--- config.mk ---
export PLATFORM = sky130hd
export DESIGN_NAME = mips_r3000_subset_core_flat
export DESIGN_NICKNAME = d
export VERILOG_FILES = /design/src/rtl/msc_pkg.sv /design/src/rtl/msc_if.sv /design/src/rtl/mips_r3000_subset_core.sv /design/src/flat_wrapper.sv
export SDC_FILE = /design/constraint.sdc
export NUM_CORES = 2
export LEC_CHECK = 0
export BUFFER_PORTS_ARGS = -buffer_cell sky130_fd_sc_hd__buf_2
export CAP_MARGIN = 20
export CORE_ASPECT_RATIO = 0.75
export CORE_MARGIN = 8
export CORE_UTILIZATION = 44
export DETAILED_ROUTE_END_ITERATION = 8
export PLACE_DENSITY = 0.66
export SYNTH_ARGS = -nofsm -noshare
export SYNTH_HDL_FRONTEND = slang
export SYNTH_SLANG_ARGS = --single-unit
--- constraint.sdc ---
create_clock -name clock -period 8.2 [get_ports clock]
set_clock_uncertainty 0.05 [all_clocks]
set_input_delay 1.64 -clock clock [delete_from_list [all_inputs] [get_ports clock]]
set_output_delay 1.64 -clock clock [all_outputs]
set_load 0.005 [all_outputs]
--- src/rtl/msc_pkg.sv ---
// ----------------------------------------------------------------------------
// msc_pkg: shared definitions for the MIPS R3000 subset core
// Opcodes, function codes, bus and status codes, reset constants and types.
// ----------------------------------------------------------------------------
package msc_pkg;

   typedef logic [31:0] word_type;
   typedef logic [1:0]  bus_op_type;
   typedef logic [2:0]  status_type;
   typedef logic [4:0]  reg_idx_type;

   localparam logic [5:0] OP_SPECIAL = 6'h00;
   localparam logic [5:0] OP_J       = 6'h02;
   localparam logic [5:0] OP_BNE     = 6'h05;
   localparam logic [5:0] OP_ADDI    = 6'h08;
   localparam logic [5:0] OP_ADDI_NOTRAP = 6'h09;
   localparam logic [5:0] OP_ORI     = 6'h0D;
   localparam logic [5:0] OP_LUI     = 6'h0F;
   localparam logic [5:0] OP_COP0    = 6'h10;
   localparam logic [5:0] OP_LW      = 6'h23;
   localparam logic [5:0] OP_SW      = 6'h2B;

   localparam logic [5:0] FN_SLL     = 6'h00;
   localparam logic [5:0] FN_OR      = 6'h25;

   localparam reg_idx_type COP_MTC0  = 5'd4;
   localparam reg_idx_type SR_INDEX  = 5'd12;
   localparam int unsigned ISOLATE_BIT = 16;

   localparam word_type JUMP_MASK    = 32'hF000_0000;
   localparam word_type FILL_VALUE   = 32'hDEAD_BEEF;
   localparam word_type RESET_PC     = 32'hBFC0_0000;

   localparam logic       REQ_CYCLE  = 1'b0;
   localparam logic       REQ_LOAD   = 1'b1;

   localparam bus_op_type BUS_NONE   = 2'd0;
   localparam bus_op_type BUS_READ   = 2'd1;
   localparam bus_op_type BUS_WRITE  = 2'd2;

   localparam status_type ST_OK      = 3'd0;
   localparam status_type ST_BAD_OP  = 3'd1;
   localparam status_type ST_BAD_COP = 3'd2;
   localparam status_type ST_OVF     = 3'd3;
   localparam status_type ST_IGNORED = 3'd4;

endpackage

--- src/rtl/msc_if.sv ---
// ----------------------------------------------------------------------------
// msc_if: valid/ready channels of the MIPS R3000 subset core
// Request, response and register write channels.
// ----------------------------------------------------------------------------
interface msc_req_if;
   import msc_pkg::*;
   logic     valid;
   logic     ready;
   logic     req_type;
   word_type data_word;
   modport source (output valid, output req_type, output data_word, input ready);
   modport sink   (input valid, input req_type, input data_word, output ready);
endinterface

interface msc_rsp_if;
   import msc_pkg::*;
   logic       valid;
   logic       ready;
   word_type   fetch_addr;
   bus_op_type bus_op;
   word_type   bus_addr;
   word_type   bus_wdata;
   status_type status;
   modport source (output valid, output fetch_addr, output bus_op, output bus_addr,
                   output bus_wdata, output status, input ready);
   modport sink   (input valid, input fetch_addr, input bus_op, input bus_addr,
                   input bus_wdata, input status, output ready);
endinterface

interface msc_csr_if;
   import msc_pkg::*;
   logic     valid;
   logic     ready;
   word_type data;
   modport source (output valid, output data, input ready);
   modport sink   (input valid, input data, output ready);
endinterface

--- src/rtl/mips_r3000_subset_core.sv ---
// ----------------------------------------------------------------------------
// mips_r3000_subset_core: small MIPS R3000 integer core
// Executes SLL, OR, LUI, ORI, ADDI, ADDIU, J, BNE, LW, SW and MTC0 (status).
// ----------------------------------------------------------------------------
// Usage:
//  req_chan carries one word per item: a fetched instruction word for the
//  address last shown on fetch_addr (req_type 0), or LW read data (req_type 1).
//  Each accepted word yields one response word on rsp_chan: next fetch
//  address, data bus request, and a status code.
//  After a response with a data read request, the load data word must come
//  before the next fetched word; out-of-order words are answered as ignored.
//  csr_chan writes the start address; it also reloads the program counter.
//  Response: registered, valid in the cycle after acceptance.
//  Throughput: one word per cycle. Operands of the prefetched instruction
//  are read from the register file RAM at the edge that delivers the word,
//  with the same-edge writeback forwarded, so execution never waits.
//  Reset: pc = 0xBFC00000, prefetch holds a nop, r1..r31 read 0xDEADBEEF
//  through per-entry valid bits, status register clear, core running.
//  Stall: req_chan.ready drops while the response register is full and the
//  receiver is not ready; nothing is lost or repeated.
// ----------------------------------------------------------------------------
module mips_r3000_subset_core (
   input  logic      clock,
   input  logic      reset,
   msc_req_if.sink   req_chan,
   msc_rsp_if.source rsp_chan,
   msc_csr_if.sink   csr_chan
);
   import msc_pkg::*;

   // control state
   word_type    pc_ff, pc_in;
   word_type    pw_ff;
   logic        iso_ff, iso_in;
   logic        awaiting_ff, awaiting_in;
   logic        halted_ff, halted_in;
   reg_idx_type pl_reg_ff, pl_reg_in;

   // register file RAM and read side
   word_type    regfile_ff [32];
   logic [31:0] rf_valid_ff;
   word_type    rd_s_ff, rd_t_ff;
   logic        rv_s_ff, rv_t_ff;
   logic        fwd_en_ff;
   reg_idx_type fwd_addr_ff;
   word_type    fwd_data_ff;

   // response register
   logic        rsp_valid_ff;
   word_type    rsp_fetch_ff, rsp_fetch_in;
   bus_op_type  rsp_op_ff, rsp_op_in;
   word_type    rsp_addr_ff, rsp_addr_in;
   word_type    rsp_wdata_ff, rsp_wdata_in;
   status_type  rsp_status_ff, rsp_status_in;

   logic        req_fire, exec_fire, load_fire, csr_fire;
   logic        wr_en;
   reg_idx_type wr_addr;
   word_type    wr_data;

   // decode
   logic [5:0]  opc, funct;
   reg_idx_type rs, rt, rd, shamt;
   word_type    simm, vs, vt, sum, pc_plus4, br_target, j_target;
   word_type    ex_pc, ex_val, ex_addr, ex_wdata;
   reg_idx_type ex_dest;
   status_type  ex_code;
   bus_op_type  ex_op;
   logic        ex_load;

   assign req_chan.ready = !rsp_valid_ff || rsp_chan.ready;
   assign csr_chan.ready = 1'b1;
   assign req_fire  = req_chan.valid && req_chan.ready;
   assign csr_fire  = csr_chan.valid;
   assign exec_fire = req_fire && !halted_ff && !awaiting_ff && (req_chan.req_type == REQ_CYCLE);
   assign load_fire = req_fire && !halted_ff && awaiting_ff && (req_chan.req_type == REQ_LOAD);

   assign opc   = pw_ff[31:26];
   assign rs    = pw_ff[25:21];
   assign rt    = pw_ff[20:16];
   assign rd    = pw_ff[15:11];
   assign shamt = pw_ff[10:6];
   assign funct = pw_ff[5:0];
   assign simm  = {{16{pw_ff[15]}}, pw_ff[15:0]};

   // operand values as of before this step
   always_comb begin
      if (rs == 5'd0) begin
         vs = '0;
      end else if (fwd_en_ff && (fwd_addr_ff == rs)) begin
         vs = fwd_data_ff;
      end else begin
         vs = rv_s_ff ? rd_s_ff : FILL_VALUE;
      end
      if (rt == 5'd0) begin
         vt = '0;
      end else if (fwd_en_ff && (fwd_addr_ff == rt)) begin
         vt = fwd_data_ff;
      end else begin
         vt = rv_t_ff ? rd_t_ff : FILL_VALUE;
      end
   end

   assign sum       = vs + simm;
   assign pc_plus4  = pc_ff + 32'd4;
   assign br_target = pc_ff + {simm[29:0], 2'b00};
   assign j_target  = (pc_ff & JUMP_MASK) | {4'b0000, pw_ff[25:0], 2'b00};

   always_comb begin
      ex_pc    = pc_plus4;
      ex_dest  = '0;
      ex_val   = '0;
      ex_code  = ST_OK;
      ex_op    = BUS_NONE;
      ex_addr  = '0;
      ex_wdata = '0;
      ex_load  = 1'b0;
      iso_in   = iso_ff;
      unique case (opc)
         OP_SPECIAL: begin
            if (funct == FN_SLL) begin
               ex_dest = rd;
               ex_val  = vt << shamt;
            end else if (funct == FN_OR) begin
               ex_dest = rd;
               ex_val  = vs | vt;
            end else begin
               ex_code = ST_BAD_OP;
            end
         end
         OP_LUI: begin
            ex_dest = rt;
            ex_val  = {pw_ff[15:0], 16'h0000};
         end
         OP_ORI: begin
            ex_dest = rt;
            ex_val  = vs | {16'h0000, pw_ff[15:0]};
         end
         OP_ADDI_NOTRAP: begin
            ex_dest = rt;
            ex_val  = sum;
         end
         OP_ADDI: begin
            ex_val = sum;
            if (((vs[31] ^ sum[31]) & (simm[31] ^ sum[31])) == 1'b1) begin
               ex_code = ST_OVF;
            end else begin
               ex_dest = rt;
            end
         end
         OP_J: begin
            ex_pc = j_target;
         end
         OP_BNE: begin
            if (vs != vt) begin
               ex_pc = br_target;
            end
         end
         OP_LW: begin
            if (!iso_ff) begin
               ex_op   = BUS_READ;
               ex_addr = sum;
               ex_load = 1'b1;
            end
         end
         OP_SW: begin
            if (!iso_ff) begin
               ex_op    = BUS_WRITE;
               ex_addr  = sum;
               ex_wdata = vt;
            end
         end
         OP_COP0: begin
            if (rs != COP_MTC0) begin
               ex_code = ST_BAD_OP;
            end else if (rd != SR_INDEX) begin
               ex_code = ST_BAD_COP;
            end else begin
               iso_in = vt[ISOLATE_BIT];
            end
         end
         default: begin
            ex_code = ST_BAD_OP;
         end
      endcase
   end

   // register file write port: instruction writeback or returned load data
   always_comb begin
      wr_en   = 1'b0;
      wr_addr = ex_dest;
      wr_data = ex_val;
      if (exec_fire) begin
         wr_en = (ex_code == ST_OK) && (ex_dest != 5'd0);
      end else if (load_fire) begin
         wr_en   = (pl_reg_ff != 5'd0);
         wr_addr = pl_reg_ff;
         wr_data = req_chan.data_word;
      end
   end

   always_comb begin
      pc_in       = pc_ff;
      halted_in   = halted_ff;
      awaiting_in = awaiting_ff;
      pl_reg_in   = pl_reg_ff;
      if (csr_fire) begin
         pc_in = csr_chan.data;
      end
      if (exec_fire) begin
         pc_in       = ex_pc;
         halted_in   = (ex_code != ST_OK);
         awaiting_in = ex_load;
         pl_reg_in   = ex_load ? rt : 5'd0;
      end else if (load_fire) begin
         awaiting_in = 1'b0;
      end
   end

   always_comb begin
      rsp_fetch_in  = exec_fire ? ex_pc : pc_ff;
      rsp_op_in     = BUS_NONE;
      rsp_addr_in   = '0;
      rsp_wdata_in  = '0;
      rsp_status_in = ST_OK;
      if (exec_fire) begin
         rsp_op_in     = ex_op;
         rsp_addr_in   = ex_addr;
         rsp_wdata_in  = ex_wdata;
         rsp_status_in = ex_code;
      end else if (!load_fire) begin
         rsp_status_in = ST_IGNORED;
      end
   end

   always_ff @(posedge clock) begin
      if (reset) begin
         pc_ff        <= RESET_PC;
         pw_ff        <= '0;
         iso_ff       <= 1'b0;
         awaiting_ff  <= 1'b0;
         halted_ff    <= 1'b0;
         pl_reg_ff    <= '0;
         rf_valid_ff  <= '0;
         fwd_en_ff    <= 1'b0;
         rsp_valid_ff <= 1'b0;
      end else begin
         pc_ff       <= pc_in;
         awaiting_ff <= awaiting_in;
         halted_ff   <= halted_in;
         pl_reg_ff   <= pl_reg_in;
         if (exec_fire) begin
            pw_ff     <= req_chan.data_word;
            iso_ff    <= iso_in;
            fwd_en_ff <= wr_en;
         end
         if (wr_en) begin
            rf_valid_ff[wr_addr] <= 1'b1;
         end
         if (req_fire) begin
            rsp_valid_ff <= 1'b1;
         end else if (rsp_chan.ready) begin
            rsp_valid_ff <= 1'b0;
         end
      end
   end

   always_ff @(posedge clock) begin
      if (wr_en) begin
         regfile_ff[wr_addr] <= wr_data;
      end
      if (exec_fire) begin
         rd_s_ff     <= regfile_ff[req_chan.data_word[25:21]];
         rd_t_ff     <= regfile_ff[req_chan.data_word[20:16]];
         rv_s_ff     <= rf_valid_ff[req_chan.data_word[25:21]];
         rv_t_ff     <= rf_valid_ff[req_chan.data_word[20:16]];
         fwd_addr_ff <= wr_addr;
         fwd_data_ff <= wr_data;
      end
      if (req_fire) begin
         rsp_fetch_ff  <= rsp_fetch_in;
         rsp_op_ff     <= rsp_op_in;
         rsp_addr_ff   <= rsp_addr_in;
         rsp_wdata_ff  <= rsp_wdata_in;
         rsp_status_ff <= rsp_status_in;
      end
   end

   assign rsp_chan.valid      = rsp_valid_ff;
   assign rsp_chan.fetch_addr = rsp_fetch_ff;
   assign rsp_chan.bus_op     = rsp_op_ff;
   assign rsp_chan.bus_addr   = rsp_addr_ff;
   assign rsp_chan.bus_wdata  = rsp_wdata_ff;
   assign rsp_chan.status     = rsp_status_ff;

`ifndef SYNTH
   a_halted_ignores: assert property (@(posedge clock) disable iff (reset)
      (req_fire && halted_ff) |=>
         (rsp_chan.status == ST_IGNORED) && (rsp_chan.bus_op == BUS_NONE))
      else $error("halted core answered a word as executed");

   a_read_waits: assert property (@(posedge clock) disable iff (reset)
      (exec_fire && (ex_op == BUS_READ)) |=> awaiting_ff)
      else $error("read request without waiting for load data");

   a_pc_holds_on_wait: assert property (@(posedge clock) disable iff (reset)
      (req_fire && awaiting_ff && !csr_fire) |=> $stable(pc_ff))
      else $error("pc moved while load data was outstanding");

   a_no_exec_write_on_wait: assert property (@(posedge clock) disable iff (reset)
      (awaiting_ff && wr_en) |-> load_fire)
      else $error("register write while load data was outstanding");
`endif

endmodule

--- src/flat_wrapper.sv ---
// flat-port wrapper written by rule: the top's interface ports become plain ports
module mips_r3000_subset_core_flat import msc_pkg::*;
  (clock, reset, req_chan_valid, req_chan_req_type, req_chan_data_word, req_chan_ready, rsp_chan_valid, rsp_chan_fetch_addr, rsp_chan_bus_op, rsp_chan_bus_addr, rsp_chan_bus_wdata, rsp_chan_status, rsp_chan_ready, csr_chan_valid, csr_chan_data, csr_chan_ready);
  msc_req_if req_chan_i ();
  msc_rsp_if rsp_chan_i ();
  msc_csr_if csr_chan_i ();
  input  logic clock;
  input  logic reset;
  input wire logic [$bits(req_chan_i.valid)-1:0] req_chan_valid;
  input wire logic [$bits(req_chan_i.req_type)-1:0] req_chan_req_type;
  input wire logic [$bits(req_chan_i.data_word)-1:0] req_chan_data_word;
  output wire logic [$bits(req_chan_i.ready)-1:0] req_chan_ready;
  output wire logic [$bits(rsp_chan_i.valid)-1:0] rsp_chan_valid;
  output wire logic [$bits(rsp_chan_i.fetch_addr)-1:0] rsp_chan_fetch_addr;
  output wire logic [$bits(rsp_chan_i.bus_op)-1:0] rsp_chan_bus_op;
  output wire logic [$bits(rsp_chan_i.bus_addr)-1:0] rsp_chan_bus_addr;
  output wire logic [$bits(rsp_chan_i.bus_wdata)-1:0] rsp_chan_bus_wdata;
  output wire logic [$bits(rsp_chan_i.status)-1:0] rsp_chan_status;
  input wire logic [$bits(rsp_chan_i.ready)-1:0] rsp_chan_ready;
  input wire logic [$bits(csr_chan_i.valid)-1:0] csr_chan_valid;
  input wire logic [$bits(csr_chan_i.data)-1:0] csr_chan_data;
  output wire logic [$bits(csr_chan_i.ready)-1:0] csr_chan_ready;
  assign req_chan_i.valid = req_chan_valid;
  assign req_chan_i.req_type = req_chan_req_type;
  assign req_chan_i.data_word = req_chan_data_word;
  assign req_chan_ready = req_chan_i.ready;
  assign rsp_chan_valid = rsp_chan_i.valid;
  assign rsp_chan_fetch_addr = rsp_chan_i.fetch_addr;
  assign rsp_chan_bus_op = rsp_chan_i.bus_op;
  assign rsp_chan_bus_addr = rsp_chan_i.bus_addr;
  assign rsp_chan_bus_wdata = rsp_chan_i.bus_wdata;
  assign rsp_chan_status = rsp_chan_i.status;
  assign rsp_chan_i.ready = rsp_chan_ready;
  assign csr_chan_i.valid = csr_chan_valid;
  assign csr_chan_i.data = csr_chan_data;
  assign csr_chan_ready = csr_chan_i.ready;
  mips_r3000_subset_core u_core (.clock(clock), .reset(reset), .req_chan(req_chan_i), .rsp_chan(rsp_chan_i), .csr_chan(csr_chan_i));
endmodule
## Word-level counts from Yosys, hierarchy flattened

Memory sizes are Yosys's and may differ from the RTL's. A register that Yosys moved wholly into a read port is not among the register bits.
Index checks and enable logic that the tools add are counted.

| storage, ports and cells | value |
|---|---|
| memories | 1 |
| memory bits (writable) | 1024 |
| output and inout bits | 104 |
| latch bits | 0 |
| ROM bits | 0 |
| register bits | 246 |
| input bits | 70 |

| cells by class | value |
|---|---|
| $add $sub $neg | 3 |
| multiplexer cells | 50 |
| eq/ne operators | 15 |
| multiply operators | 0 |
| divide/modulo/power cells | 0 |
| shift operators | 1 |
| reduce and logical (&&, ||, !) cells | 32 |
| magnitude comparators | 4 |
| bitwise logic cells | 13 |

Memory list:

| memory | depth | bits a word | rd ports | clocked after memory_dff | write ports | line | text |
|---|---|---|---|---|---|---|---|
| u_core.regfile_ff | 32 | 32 | 2 | 2 | 1 | mips_r3000_subset_core.sv:40 | `word_type regfile_ff [32];` |

Operator list:

| operator | number |
|---|---|
| two-way mux 32 bit | 14 |
| one-hot mux 32 bit (4 select lines) | 1 |
| adder 32 bit | 2 |
| bitwise OR 32 bit | 2 |
| one-hot mux 32 bit (2 select lines) | 1 |
| adder 32 x 3 -> 32 bit (second input constant) | 1 |
| inequality test 32 bit | 1 |
| bitwise OR 32 x 16 -> 32 bit | 1 |
| bitwise OR 32 x 28 -> 32 bit | 1 |
| << shifter 32 x 5 -> 32 bit | 1 |
| two-way mux 5 bit | 6 |
| equality test 6 x 4 -> 1 bit (second input constant) | 4 |
| equality test 6 bit (second input constant) | 3 |
| less-than comparator 5 x 6 -> 1 bit (second input constant) | 3 |
| two-way mux 1 bit | 15 |
| one-hot mux 5 bit (3 select lines) | 1 |
| zero test 6 bit | 2 |
| two-way mux 3 bit | 4 |
| one-hot mux 3 bit (4 select lines) | 1 |
| binary-select mux 1 bit (select 5 bit) | 2 |
| equality test 5 bit | 2 |
| logical AND 1 bit | 10 |
| zero test 5 bit | 2 |
| nonzero test 5 bit | 2 |
| 21 further kinds | 36 |

## Logic depth before layout (Yosys ltp)

| logic depth | value |
|---|---|
| depth in word-level cells | 16 |
| depth in mapped cells | 23 |
| mapped depth without buffers | 19 |

## Worst setup path before layout

OpenSTA, ideal clock, no wires.

| path | value |
|---|---|
| path type | input to register |
| start | input rsp_chan_ready |
| end | register u_core.rsp_fetch_ff[7] (netlist: u_core.rsp_chan.fetch_addr[7]), data pin |
| required time | 7.721 ns |
| data arrival time | 6.236 ns |
| cell stages on the path | 9 |
| buffers on the path | 4 |
| library setup time | 0.429 ns |
| setup slack | 1.485 ns |
| cell sequence | nand2b_1 nand2_1 or4_1 clkbuf_1 inv_1 clkbuf_1 clkbuf_1 buf_1 a31oi_1 |

| on the way | value |
|---|---|
| longest elaborated chain between the ends | 6 |

RTL lines:

| item | line | text |
|---|---|---|
| start, declared | flat_wrapper.sv:19 | `input wire logic [$bits(rsp_chan_i.ready)-1:0] rsp_chan_ready;` |
| logical OR 1 bit | mips_r3000_subset_core.sv:71 | `assign req_chan.ready = !rsp_valid_ff \|\| rsp_chan.ready;` |
| logical AND 1 bit | mips_r3000_subset_core.sv:73 | `assign req_fire = req_chan.valid && req_chan.ready;` |
| logical AND 1 bit (3 in series) | mips_r3000_subset_core.sv:75 | `assign exec_fire = req_fire && !halted_ff && !awaiting_ff && (req_chan.req_type == REQ_CYCLE);` |
| named net u_core.exec_fire | mips_r3000_subset_core.sv:56 | `logic req_fire, exec_fire, load_fire, csr_fire;` |
| two-way mux 32 bit | mips_r3000_subset_core.sv:221 | `rsp_fetch_in = exec_fire ? ex_pc : pc_ff;` |
| named net u_core.rsp_fetch_in[7] | mips_r3000_subset_core.sv:50 | `word_type rsp_fetch_ff, rsp_fetch_in;` |
| end signal, assigned | mips_r3000_subset_core.sv:281 | `rsp_fetch_ff <= rsp_fetch_in;` |
| end, declared | mips_r3000_subset_core.sv:50 |  |

The timed path passes the listed nets, and every way through them passes these cells.
A chain may end at the register's enable or synchronous reset.

## Worst setup path in the final report

| path | value |
|---|---|
| start | register u_core.pw_ff[20] |
| end | register u_core.rsp_fetch_ff[31] (netlist: u_core.rsp_chan.fetch_addr[31]), data pin |

| on the way | value |
|---|---|
| longest elaborated chain between the ends | 8 |
| elaborated cells between the ends (all ways) | 9 |
| those cells by class | 2 x eq/ne; 5 x mux; 2 x reduce/logical |

RTL lines:

| item | line | text |
|---|---|---|
| start, declared | mips_r3000_subset_core.sv:33 | `word_type pw_ff;` |
| start signal, assigned | mips_r3000_subset_core.sv:253 | `pw_ff <= req_chan.data_word;` |
| equality test 5 bit | mips_r3000_subset_core.sv:97 | `end else if (fwd_en_ff && (fwd_addr_ff == rt)) begin` |
| logical AND 1 bit | mips_r3000_subset_core.sv:97 |  |
| two-way mux 32 bit | mips_r3000_subset_core.sv:97 |  |
| two-way mux 32 bit (*) | mips_r3000_subset_core.sv:95 | `if (rt == 5'd0) begin` |
| inequality test 32 bit (*) | mips_r3000_subset_core.sv:155 | `if (vs != vt) begin` |
| two-way mux 32 bit (*) | mips_r3000_subset_core.sv:155 |  |
| one-hot mux 32 bit (2 select lines) (*) | mips_r3000_subset_core.sv:119 | `unique case (opc)` |
| two-way mux 32 bit (*) | mips_r3000_subset_core.sv:221 |  |
| named net u_core.rsp_fetch_in[31] | mips_r3000_subset_core.sv:50 |  |

Mark *: on every way through the listed nets, which the timed path passes. The rest lies on a longest branch.

==> run metrics <==
dpl hpwl between 100 and 150 mm; Die X 470 um; aggregate negative setup slack 0 ns; CP startpoint u_core.pw_ff[20]; worst flop-to-flop path startpoint u_core.pw_ff[20]; total clock buffers created by CTS 133; antenna-violating nets left 0; count of standard-cell rows 125; max-slew violation count 0; Avg Inst Size Synth 15.8 sq um; clock tree from TritonCTS done; Crit Path Max Fanout 31; category of the worst setup path capture point register; Max Buffers Root-to-Sink 3; kind of start point of the critical path register; layout overhead on the synthesized area 12.1%; PD cells 215 nW/um^2; Max transition margin 9.08%; total die area 168,000 sq um; Sinks on Clock Net 1,334; number of global-route vias before repair 42,700; vias per cell 6.60; combined global-route utilization of all metal layers about a quarter; count of flip-flops with a built-in enable after synthesis 1,228; post-layout min period roughly 7.5 ns; slack of the worst reg-to-reg path 0.73 ns; synthesis warning total 0; max-capacitance violation count 0; vertical die dimension 357 um; Total Routed Length 213 mm; io pins 174; clock-pin slew of the registers on the worst-case setup and hold paths 0.06 ns; average routed wire per standard cell about 32 um; category of the most critical setup path reg -> reg; number of violations reported at the end of detailed-routing iteration 0 between 6,000 and 7,000; CP endpoint u_core.rsp_chan.fetch_addr[31]; depth of the worst register-to-register path 17; final-report hold violation count 0; run status finished, final reports clean; final-report setup violation count 0; worst hold path startpoint u_core.pc_ff[1]; First-pass DRT Iterations 6; worst hold slack after final layout 0.432 ns; total of flip-flops plus latches after synthesis 1,334; clock tree root buffer cell clkbuf_16; post-layout util 49.4%; arrival time at the worst endpoint around 8 ns; type of the worst min-delay path reg -> reg; required time at the worst-slack endpoint 8.66 ns; slew at the pin closest to its max-slew limit 1.36 ns; GP Congestion slightly above 1; number of hold buffers added after cts 0; RSZ-0062 raised after global routing false; fraction of registers with async set or reset after synthesis 0%; largest net degree at the start of global routing 129; Synth Cell Area 68,000 sq um; # Post-CTS Setup Buffers 0; antenna violations before repair 8; Nets about 4,600; standby leakage power 0.0253 uW; cell count after synthesis 4,303; first-pass GRT wire length 306 mm; CTS HTree Levels 4; commonest non-fill, non-tap cell in the layout edfxtp_1; share of final-layout standard cells stronger than drive strength 1 29.5%; post-cts repair resize count 0; Critical R2R Capture u_core.rsp_chan.fetch_addr[31]; number of design rule violations left after detail routing 0; Cell variety after synth 93; Final period util 91.1%; insertion delay to the later sink of the worst-skew pair 0.78 ns; starting density of the core 44.1%; total global routing overflow 0; Primary FF master, synth edfxtp_1; highest-count cells in the layout ignoring fill and taps edfxtp_1 (1,228), mux4_2 (672), nor2_1 (245); buffers added on ports 172; via count 43,500; Core Box Area 154,000 sq um; share of the yosys chip area belonging to registers 57.3%; Worst IR Drop VDD 0.223 mV; highest clock frequency the design can meet 0.134 GHz
## how the worst min path moves through the flow
stage,endpoint,slack (ns),depth (start not counted)
CTS,u_core.rf_valid_ff[6],0.43,1
finish,u_core.pc_ff[1],0.43,2
global route,u_core.rf_valid_ff[8],0.44,1
floorplan,u_core.rf_valid_ff[10],0.39,1
global placement,u_core.rf_valid_ff[18],0.41,1
detailed placement,u_core.rf_valid_ff[18],0.41,1
## area by class of cell
class                           instances  area, sq um
Clock inverter                         70          744
Sequential cell                      1334        39000
Tap cell                             2032         2540
Timing Repair Buffer                  307         2120
Inverter                              100          385
Fill cell                           12800        78000
Clock buffer                          171         3510
Multi-Input combinational cell       2581        27900
Antenna cell                            2         5.00
## sequential cells by signal (all words and copies together) (netlist names), 2 cells and up
| name | count |
|---|---|
| u_core.rsp_chan.bus_op | 2 |
| u_core.rd_t_ff | 32 |
| u_core.pl_reg_ff | 5 |
| u_core.rsp_chan.bus_wdata | 32 |
| u_core.pc_ff | 32 |
| u_core.rd_s_ff | 32 |
| u_core.rsp_chan.fetch_addr | 32 |
| u_core.regfile_ff | 1024 |
| u_core.fwd_addr_ff | 5 |
| u_core.rf_valid_ff | 32 |
| u_core.fwd_data_ff | 32 |
| u_core.pw_ff | 32 |
| u_core.rsp_chan.status | 3 |
| u_core.rsp_chan.bus_addr | 32 |
## routing by layer
layer	routed length, um	track usage (%)	share of wire (%)
met5	80	0.344	0.038
met4	6360	7.40	3.0
met3	23000	5.87	11
met2	94400	36.9	44
met1	88800	36.3	42
## per-stage QoR
step | area (sq um) | power, uW | instances | worst slack, ns
3_5_place_dp | 71900 | 10400 | 6352 | 1.17
3_3_place_gp | 71900 | 10400 | 6351 | 1.20
6_report | 76200 | 16400 | 6597 | 0.726
5_1_grt | 76200 | 16800 | 6595 | 0.619
2_1_floorplan | 68100 | 9430 | 4334 | 1.48
4_1_cts | 76200 | 16400 | 6593 | 1.14
## cells in the mapped netlist, types with 24 or more instances
| master | count | area (sq um) |
|---|---|---|
| a211oi_1 | 35 | 263 |
| a21o_1 | 45 | 338 |
| a21oi_1 | 211 | 1060 |
| a31oi_1 | 24 | 150 |
| buf_1 | 66 | 248 |
| clkbuf_1 | 225 | 845 |
| dfxtp_1 | 106 | 2120 |
| edfxtp_1 | 1228 | 36900 |
| ha_1 | 109 | 1360 |
| inv_1 | 97 | 364 |
| mux2_2 | 78 | 878 |
| mux2i_1 | 44 | 440 |
| mux4_2 | 672 | 15100 |
| nand2_1 | 234 | 878 |
| nand2b_1 | 41 | 257 |
| nand3_1 | 49 | 245 |
| nor2_1 | 277 | 1040 |
| nor2b_1 | 35 | 219 |
| nor3_1 | 37 | 185 |
| o211ai_1 | 27 | 203 |
| o21ai_0 | 132 | 661 |
| o221ai_1 | 28 | 245 |
| o2bb2ai_1 | 31 | 272 |
| xnor2_1 | 51 | 447 |
| xor2_1 | 38 | 333 |
## critical path, stage by stage, from the launching register on
cell      delay (ns)
dfxtp_1         0.61
xor2_1          0.19
nor2b_1         0.72
nand2_2         0.49
buf_4           0.42
o211ai_1        0.90
ha_1            0.40
nor4_1          0.29
nand4_1         0.56
nor2_1          0.77
nor2b_2         0.08
buf_4           0.27
nor2_1          0.63
buf_4           0.28
nand3_1         0.08
o21ai_0         0.16
nand2_1         0.11
xnor2_1         0.17
## power breakdown
group	internal (uW)	total, uW	switching (uW)
Sequential	7810	7910	98.7
Clock	3380	6050	2660
Combinational	830	2400	1570
Total	12000	16400	4340
## logic make-up (layout without fill, tap and decap cells)
family                   after synthesis  count (layout)  share of synthesized area, %
flip-flops                          1334            1334                          57.3
XOR/XNOR                              89              89                          1.15
adder cells (fa/ha/maj)              111             111                          2.06
buffers and inverters                419             648                          2.43
AO/OA/AOI/OAI                        734             734                          7.21
multiplexers                         794             794                          24.2
other                                  2              35                        0.0110
AND/OR/NAND/NOR                      820             820                          5.62
Note: power is estimated with default switching activity, not from simulation.
